<file path="src/dsmc_pkg.sv">
// shared constants, command codes and structs for the set member check block
`timescale 1ns / 1ps

package dsmc_pkg;

  localparam int MAX_NODES_DEF = 64;
  localparam int CMD_W         = 2;
  localparam int NODE_W        = 6;
  localparam int ROW_W         = 64;
  localparam int COUNT_W       = 7;

  localparam logic [COUNT_W-1:0] NODE_COUNT_RST = 7'd64;

  typedef enum logic [CMD_W-1:0] {
    CMD_LOAD  = 2'd0,
    CMD_CLEAR = 2'd1,
    CMD_ADD   = 2'd2
  } cmd_t;

  typedef struct packed {
    logic [CMD_W-1:0]  cmd;
    logic [NODE_W-1:0] node;
    logic [ROW_W-1:0]  row_bits;
  } item_t;

  typedef struct packed {
    logic              en;
    logic [NODE_W-1:0] node;
    logic [ROW_W-1:0]  row_bits;
  } adj_wr_t;

endpackage

</file>
<file path="src/dsmc_set_unit.sv">
// vertex set state, join decision, node_count register and result register
`timescale 1ns / 1ps

module dsmc_set_unit #(
  parameter int MAX_NODES = dsmc_pkg::MAX_NODES_DEF
) (
  input  logic                         clk,
  input  logic                         rst,
  input  logic                         step,
  input  dsmc_pkg::item_t              item,
  input  logic                         cfg_we,
  input  logic [dsmc_pkg::COUNT_W-1:0] cfg_data,
  input  logic [MAX_NODES-1:0]         rd_row,
  input  logic [MAX_NODES-1:0]         crowded,
  input  logic                         out_ready,
  output dsmc_pkg::adj_wr_t            adj_wr,
  output logic [MAX_NODES-1:0]         members,
  output logic                         out_valid,
  output logic                         accepted,
  output logic                         bad_node,
  output logic [dsmc_pkg::COUNT_W-1:0] set_size,
  output logic [dsmc_pkg::ROW_W-1:0]   member_mask
);

  logic [dsmc_pkg::COUNT_W-1:0] node_count;
  logic [dsmc_pkg::COUNT_W-1:0] total;
  logic [dsmc_pkg::COUNT_W-1:0] total_next;
  logic [MAX_NODES-1:0]         members_next;
  logic [MAX_NODES-1:0]         self;
  logic [MAX_NODES-1:0]         near;
  logic [dsmc_pkg::COUNT_W-1:0] node_ext;
  logic                         bad;
  logic                         is_member;
  logic                         multi;
  logic                         blocked;
  logic                         join_ok;
  logic                         ok;
  logic                         flag;
  logic                         load_en;

  // node_count register
  always_ff @(posedge clk) begin
    if (rst) begin
      node_count <= dsmc_pkg::NODE_COUNT_RST;
    end else if (cfg_we) begin
      node_count <= cfg_data;
    end
  end

  // one-hot of the node under test
  always_comb begin
    for (int k = 0; k < MAX_NODES; k++) begin
      self[k] = (item.node == dsmc_pkg::NODE_W'(k));
    end
  end

  // range check against node_count and the array size
  assign node_ext = dsmc_pkg::COUNT_W'(item.node);
  assign bad = (node_ext >= node_count) || (node_ext >= dsmc_pkg::COUNT_W'(MAX_NODES));

  // join test: a member passes; else at most one member neighbor, and that one has none
  assign is_member = |(members & self);
  assign near      = rd_row & members & ~self;
  assign multi     = |(near & (near - MAX_NODES'(1)));
  assign blocked   = |(near & crowded);
  assign join_ok   = is_member || (!multi && !blocked);

  // command decode
  always_comb begin
    ok           = 1'b0;
    flag         = 1'b0;
    load_en      = 1'b0;
    members_next = members;
    total_next   = total;
    case (dsmc_pkg::cmd_t'(item.cmd))
      dsmc_pkg::CMD_LOAD: begin
        if (bad) begin
          flag = 1'b1;
        end else begin
          ok      = 1'b1;
          load_en = 1'b1;
        end
      end
      dsmc_pkg::CMD_CLEAR: begin
        ok           = 1'b1;
        members_next = '0;
        total_next   = '0;
      end
      dsmc_pkg::CMD_ADD: begin
        if (bad) begin
          flag = 1'b1;
        end else if (join_ok) begin
          ok = 1'b1;
          if (!is_member) begin
            members_next = members | self;
            total_next   = total + dsmc_pkg::COUNT_W'(1);
          end
        end
      end
      default: begin
        ok = 1'b0;
      end
    endcase
  end

  assign adj_wr.en       = step && load_en;
  assign adj_wr.node     = item.node;
  assign adj_wr.row_bits = item.row_bits;

  // set state
  always_ff @(posedge clk) begin
    if (rst) begin
      members <= '0;
      total   <= '0;
    end else if (step) begin
      members <= members_next;
      total   <= total_next;
    end
  end

  // result register valid
  always_ff @(posedge clk) begin
    if (rst) begin
      out_valid <= 1'b0;
    end else if (step) begin
      out_valid <= 1'b1;
    end else if (out_ready) begin
      out_valid <= 1'b0;
    end
  end

  // result register payload
  always_ff @(posedge clk) begin
    if (step) begin
      accepted    <= ok;
      bad_node    <= flag;
      set_size    <= total_next;
      member_mask <= dsmc_pkg::ROW_W'(members_next);
    end
  end

endmodule

</file>
<file path="config.mk">
export PLATFORM = sky130hd
export DESIGN_NAME = dsmc_set_unit
export DESIGN_NICKNAME = d
export VERILOG_FILES = /design/src/dsmc_pkg.sv /design/src/dsmc_set_unit.sv
export SDC_FILE = /design/constraint.sdc
export NUM_CORES = 1
export LEC_CHECK = 0
export BUFFER_PORTS_ARGS = -buffer_cell sky130_fd_sc_hd__buf_2
export CORE_AREA = 2 2 165 167
export DETAILED_ROUTE_END_ITERATION = 10
export DIE_AREA = 0 0 167 169
export GPL_TIMING_DRIVEN = 0
export PLACE_DENSITY = 0.66
export SLEW_MARGIN = 20
export SYNTH_ARGS = -nofsm -noshare
export SYNTH_HDL_FRONTEND = slang
export SYNTH_SLANG_ARGS = --single-unit
</file>
<file path="constraint.sdc">
create_clock -name clk -period 5.4 [get_ports clk]
set_input_delay 0.54 -clock clk [delete_from_list [all_inputs] [get_ports clk]]
set_output_delay 0.54 -clock clk [all_outputs]
set_load 0.02 [all_outputs]
</file>
# After elaboration in Yosys (flattened, before gate mapping)

Index checks and enable logic that the tools add are counted.
Widths: inputs -> output; s select.

Bits in registers: 152
Memories: 0
Output and inout port bits: 209
Bits in latches: 0
Input bits: 212
Bits in writable memories: 0
Bits in read-only memories: 0
Word-level logic and storage cells: 113

Magnitude comparators: 2
$mul: 0
Add/subtract/negate cells: 2
Mux-type cells: 16
Reduce and logical (&&, ||, !) cells: 13
Eq/ne operators: 65
Divide/modulo/power cells: 0
Shift-type cells: 0
Bitwise operators: 7

Operators by type and width:

| kind                  | count |
|---|---|
| $and 64x64->64        | 5 |
| $eq 6x6->1 const B    | 32 |
| $mux 64               | 3 |
| $reduce_or 64->1      | 3 |
| $pmux 64 s2           | 1 |
| $eq 6x5->1 const B    | 16 |
| $not 64->64           | 1 |
| $or 64x64->64         | 1 |
| $sub 64x1->64 const B | 1 |
| $eq 6x4->1 const B    | 8 |
| $eq 6x3->1 const B    | 4 |
| $mux 7                | 3 |
| $pmux 7 s2            | 1 |
| $eq 6x2->1 const B    | 2 |
| $add 7x1->7 const B   | 1 |
| $ge 6x7->1            | 1 |
| $ge 6x7->1 const B    | 1 |
| $mux 1                | 7 |
| $eq 6x1->1 const B    | 1 |
| $logic_not 6->1       | 1 |
| $pmux 1 s3            | 1 |
| $eq 2x1->1 const B    | 1 |
| $eq 2x2->1 const B    | 1 |
| $logic_and 1x1->1     | 2 |
| 5 further kinds       | 7 |

# Depth between registers and ports, before layout

Depth in word-level cells: 12
Mapped depth: 17
Mapped depth without buffers: 13

# Worst setup path after synthesis

No wires, ideal clock.

Path kind: in2reg
Start point: input port item[65] (netlist name)
End point: register set_size[6] (netlist name) (data pin)
Path slack: 1.230 ns
Arrival time: 3.915 ns
Required time: 5.144 ns
Path buffers: 2
Library setup time: 0.256 ns
Stages: 13
Path through: buf_4 -> nor4b_4 -> a21oi_1 -> nor4_4 -> nand3_4 -> nor4_4 -> a31oi_1 -> a2111o_1 -> or4_1 -> nor4_4 -> buf_4 -> a31oi_1 -> a41o_1

Word-level cells in the longest chain between the ends: 12
Elaborated cells between the ends (all ways): 84
Those cells by class: add/sub: 1; order compare: 2; eq/ne: 63; mux: 4; bitwise: 5; reduce/logical: 9

RTL lines:

| element                                  | line                 | source |
|---|---|---|
| start, declared                          | dsmc_set_unit.sv:10  | `input dsmc_pkg::item_t item,` |
| $eq 6x1->1, or another cell as far along | dsmc_set_unit.sv:53  | `self[k] = (item.node == dsmc_pkg::NODE_W'(k));` |
| $not 64->64                              | dsmc_set_unit.sv:63  | `assign near = rd_row & members & ~self;` |
| $and 64x64->64                           | dsmc_set_unit.sv:63  |  |
| $sub 64x1->64                            | dsmc_set_unit.sv:64  | `assign multi = \|(near & (near - MAX_NODES'(1)));` |
| $and 64x64->64                           | dsmc_set_unit.sv:64  |  |
| $reduce_or 64->1                         | dsmc_set_unit.sv:64  |  |
| $logic_not 1->1                          | dsmc_set_unit.sv:66  | `assign join_ok = is_member \|\| (!multi && !blocked);` |
| $logic_and 1x1->1                        | dsmc_set_unit.sv:66  |  |
| $logic_or 1x1->1                         | dsmc_set_unit.sv:66  |  |
| $mux 7                                   | dsmc_set_unit.sv:92  | `end else if (join_ok) begin` |
| $mux 7 (*)                               | dsmc_set_unit.sv:90  | `if (bad) begin` |
| $pmux 7 s2 (*)                           | dsmc_set_unit.sv:75  | `case (dsmc_pkg::cmd_t'(item.cmd))` |
| via total_next, one bit                  | dsmc_set_unit.sv:27  | `logic [dsmc_pkg::COUNT_W-1:0] total_next;` |
| end signal, assigned                     | dsmc_set_unit.sv:137 | `set_size <= total_next;` |
| end, declared                            | dsmc_set_unit.sv:21  | `output logic [dsmc_pkg::COUNT_W-1:0] set_size,` |

The timed path passes the listed nets; every way through them passes the cells marked *.
A chain may end at the register's enable or synchronous reset.

# Worst setup path after layout

Start point: input port item[65] (netlist name)
End point: register member_mask[16] (netlist name) (data pin)

Word-level cells in the longest chain between the ends: 12
Elaborated cells between the ends (all ways): 85
Those cells by class: add/sub: 1; order compare: 2; eq/ne: 63; mux: 4; bitwise: 6; reduce/logical: 9

RTL lines:

| element                                  | line                 | source |
|---|---|---|
| $eq 6x1->1, or another cell as far along | dsmc_set_unit.sv:53  |  |
| $not 64->64                              | dsmc_set_unit.sv:63  |  |
| $and 64x64->64                           | dsmc_set_unit.sv:63  |  |
| $sub 64x1->64                            | dsmc_set_unit.sv:64  |  |
| $and 64x64->64                           | dsmc_set_unit.sv:64  |  |
| $reduce_or 64->1                         | dsmc_set_unit.sv:64  |  |
| $logic_not 1->1                          | dsmc_set_unit.sv:66  |  |
| $logic_and 1x1->1                        | dsmc_set_unit.sv:66  |  |
| $logic_or 1x1->1                         | dsmc_set_unit.sv:66  |  |
| $mux 64                                  | dsmc_set_unit.sv:92  |  |
| $mux 64 (*)                              | dsmc_set_unit.sv:90  |  |
| $pmux 64 s2 (*)                          | dsmc_set_unit.sv:75  |  |
| via members_next[16]                     | dsmc_set_unit.sv:28  | `logic [MAX_NODES-1:0] members_next;` |
| end signal, assigned                     | dsmc_set_unit.sv:138 | `member_mask <= dsmc_pkg::ROW_W'(members_next);` |
| end, declared                            | dsmc_set_unit.sv:22  | `output logic [dsmc_pkg::ROW_W-1:0] member_mask` |

Marked as above.

==> flow_summary_export.csv <==
group,metric,value,unit
setup_path,criticalPathCategory,"input pin to flop",
yosys,syn_inst,1213,
yosys,async_flop_share,0,
setup_path,r2r_start,"members[29]$_SDFFE_PP0P_",
yosys,synth_cell_types,73,
route,routed_wl,50.0,mm
grt,grt_max_degree,64,
yosys,synth_warnings,0,
clock_network,cts_tree,"yes",
die,initial_utilization,0.381,
route,drt-wirelength-per-cell,25.7,um
timing,holdWs,0.320,ns
route,drt_pre_antenna_iters,6,
yosys,synth-xor-area-share,0.000866,
min_path,hold_class,"input pin to flop",
layout,final_cells,1943,
die,core,26500,um^2
route,viasPerCell,6.05,
timing,maxSlewViolCount,0,
clock_network,cts-hold-fix-buffers,0,
route,ant_nets,0,
place,place.gp.congestion,0.999,
pwr,leakagePower,5.68,nW
clock_network,clkLatencyLatePin,0.43,ns
yosys,synth_compound_area_frac,0.209,
yosys,synth.area.mux_share,0.00990,
place,dpl.cell_count,1910,
timing,rsz0062_at_grt,"no",
setup_path,arrival,5.48,ns
timing,relSlewSlack,0.344,
layout,synthToLayoutAreaGrowth,28.4,%
die,die_h,169,um
setup_path,cp.required,5.68,ns
layout,multi_input_area,5230,um^2
timing,fin_crit_sh,0.962,
timing,fin_setup_tns,0,ns
grt,grt_pass1_vias,11001,
setup_path,critPathLaunchType,"input pin",
timing,setup_violations,0,
timing,max_freq,192,MHz
yosys,synth_top_family_by_area,"simple AND/OR/NAND/NOR gates",
yosys,syn_avg_cell_area,8.33,um^2
place,portBuffers,355,
min_path,hold_end,"node_count[6]$_SDFFE_PP1P_",
timing,fin_skew,0.00858,ns
job,maxCapViolations,0,
yosys,yosysSeqAreaShare,0.373,
layout,nNetsFinal,1812,
die,rows,60,
setup_path,regToRegSetupSlack,0.80,ns
pwr,p_per_area,234,nW/um^2
yosys,ys_seq_elements,152,
yosys,ys.flop_type,"dfxtp_1",
clock_network,cts_root_buf,"clkbuf_16",
setup_path,r2r_cells,13,
pwr,ir_drop,227,uV
setup_path,r2r_end,"member_mask[16]$_DFFE_PP_",
route,num_vias,11754,
layout,fillers,2613,
timing,layout_min_cycle_time,5.20,ns
grt,antenna_found_initial,0,
layout,antennaDiodeCount,0,
grt,grt_usage,0.341,
min_path,worstHoldPathCells,2,
die,die_w,167,um
yosys,synth_fa_ha_area_frac,0.0146,
die,io_pins,421,
grt,grt_pass1_wl,71.4,mm
layout,ff_latch_area,3770,um^2
grt,overflow,0,
clock_network,clockBufferDepth,2,
yosys,synthesis.nets,1436,
min_path,worstHoldStart,"cfg_data[6]",
setup_path,cp_max_fo,10,
clock_network,htreeDepth,4,
yosys,synth_simple_gate_area_frac,0.281,
timing,finalHoldViolCount,0,
place,post-dp-hpwl,40.2,mm
run_status,outcome,"finished, final reports clean",
route,drt_iter0_markers,1389,
clock_network,cts_buffers,17,
layout,layout-drive-gt1-share,0.338,
clock_network,path_clk_slew,0.07,ns
setup_path,endpoint_kind,"flop",
layout,finalInstanceArea,13000,um^2
route,drc,0,
clock_network,cts_sinks,152,
yosys,synth_edf_count,73,
layout,final_util,0.490,
yosys,syn-cell-area,10100,um^2
die,die-area,28200,um^2
timing,tightestPinTransition,0.984,ns
place,placed_cell_area,12300,um^2
==> logic make-up (layout without fill, tap and decap cells) <==
kind of cell    Yosys count  in the layout
compound gates          301            301
fa+ha+maj                12             12
flops                   152            152
buf+inv                 188            577
xor+xnor                  1              1
mux                      10             10
simple gates            549            549
==> layout make-up <==
cell class | instances | area share
plain buffers | 169 | 0.0810
clock buffers | 20 | 0.0344
clock inverters | 12 | 0.0127
inverters | 19 | 0.00550
multi-input cells | 873 | 0.403
flip-flops and latches | 152 | 0.291
well taps | 341 | 0.0329
repair buffers | 357 | 0.140
==> stage by stage <==
stage	setup slack, ns	power (mW)
3_5_place_dp	-0.665	1.80
4_1_cts	0.0852	3.02
6_report	0.204	3.03
2_1_floorplan	1.23	1.58
3_3_place_gp	-0.781	1.79
5_1_grt	0.131	3.11
==> Yosys cell counts (all sizes together) (2+ instances only) <==
cell	n	area, um^2
nand2	173	652
nand3	142	723
buf	108	798
nor2	103	389
dfxtp	79	1580
a31oi	77	482
edfxtp	73	2190
a21oi	72	372
clkbuf	57	214
o21ai	52	260
nand4	38	250
a22oi	25	188
o31ai	24	383
nor3	23	153
nor4	23	246
inv	19	71.3
ha	11	138
mux2i	10	100
and3	9	56.3
a21o	6	45.0
nor4b	6	113
nand2b	5	31.3
o41ai	5	43.8
a2111oi	4	35.0
a21boi	4	30.0
a31o	4	35.0
a41o	4	40.0
and4	4	35.0
and4b	4	40.0
nor2b	4	25.0
nor4bb	4	40.0
a211oi	3	22.5
a221oi	3	26.3
dlygate4sd1	3	26.3
o211ai	3	22.5
a211o	2	17.5
a22o	2	17.5
and4bb	2	25.0
nand4b	2	17.5
nor3b	2	15.0
o2111ai	2	17.5
o22ai	2	12.5
o2bb2ai	2	17.5
==> worst max-delay path, cell delays in order <==
cell and delay [ns]:
buf_2 0.16, buf_4 0.21, nor4b_4 0.59, clkbuf_1 0.73, a21oi_1 0.43, a22oi_1 0.29
nand4_1 0.16, nor4_1 0.31, nand4_1 0.13, nor4_1 0.45, nand4_1 0.32, nor4_4 0.34
buf_4 0.28, buf_4 0.21, a31oi_1 0.14, nor2_1 0.16
==> what timing repair did <==
action / 4_1_cts / 5_1_grt
setup endpoints to repair: 101 / 114
pin swaps: 0 / 1
setup buffers: 0 / 1
resized for setup: 1 / 6
==> report_power, final <==
group	total (mW)	switching [mW]	internal, mW
combinational	0.536	0.353	0.183
clock	1.25	0.501	0.747
sequential	1.25	0.0127	1.23
==> sequential cells by signal, summed over array words and instances (netlist names) <==
name and count:
accepted 1, bad_node 1, member_mask 64, members 64, node_count 7, out_valid 1
set_size 7, total 7
==> worst max path at each step <==
stage | start | to | slack, ns | cells past startpoint
finish | item[65] | member_mask[16]$_DFFE_PP_ | 0.20 | 16
CTS | item[65] | member_mask[16]$_DFFE_PP_ | 0.09 | 16
global placement | item[65] | member_mask[16]$_DFFE_PP_ | -0.78 | 16
floorplan | item[65] | set_size[6]$_DFFE_PP_ | 1.23 | 13
detailed placement | item[65] | member_mask[16]$_DFFE_PP_ | -0.67 | 16
global route | item[66] | set_size[0]$_DFFE_PP_ | 0.13 | 15
==> layer usage <==
metal	GRT usage	share of wire	vias up
met5	0	0	-
met4	0.165	0.052	0
met3	0.0606	0.10	161
met2	0.568	0.47	858
met1	0.427	0.37	5535
li1	-	-	5200
==> cells in the final DEF, fill, tap and decap left out, types with 5 or more instances in the layout <==
cell,synthesis,final
nor4_4,6,6
dfxtp_1,79,79
nor3_1,18,17
nor2_1,102,102
o31ai_1,8,8
a31oi_1,77,77
ha_1,11,11
inv_1,19,19
a21o_1,6,6
clkbuf_1,57,56
mux2i_1,10,10
buf_4,88,90
o41ai_1,5,5
nand3_1,141,141
clkbuf_16,0,17
buf_2,8,362
a21oi_1,69,69
o21ai_0,18,18
edfxtp_1,73,73
a22oi_1,25,25
buf_1,6,7
nor4_1,15,15
o21ai_1,34,34
o31ai_4,14,14
nand2_1,172,172
nand2b_1,5,5
nand4_1,36,36
and3_1,9,9
(Power assumes the default switching activity.)
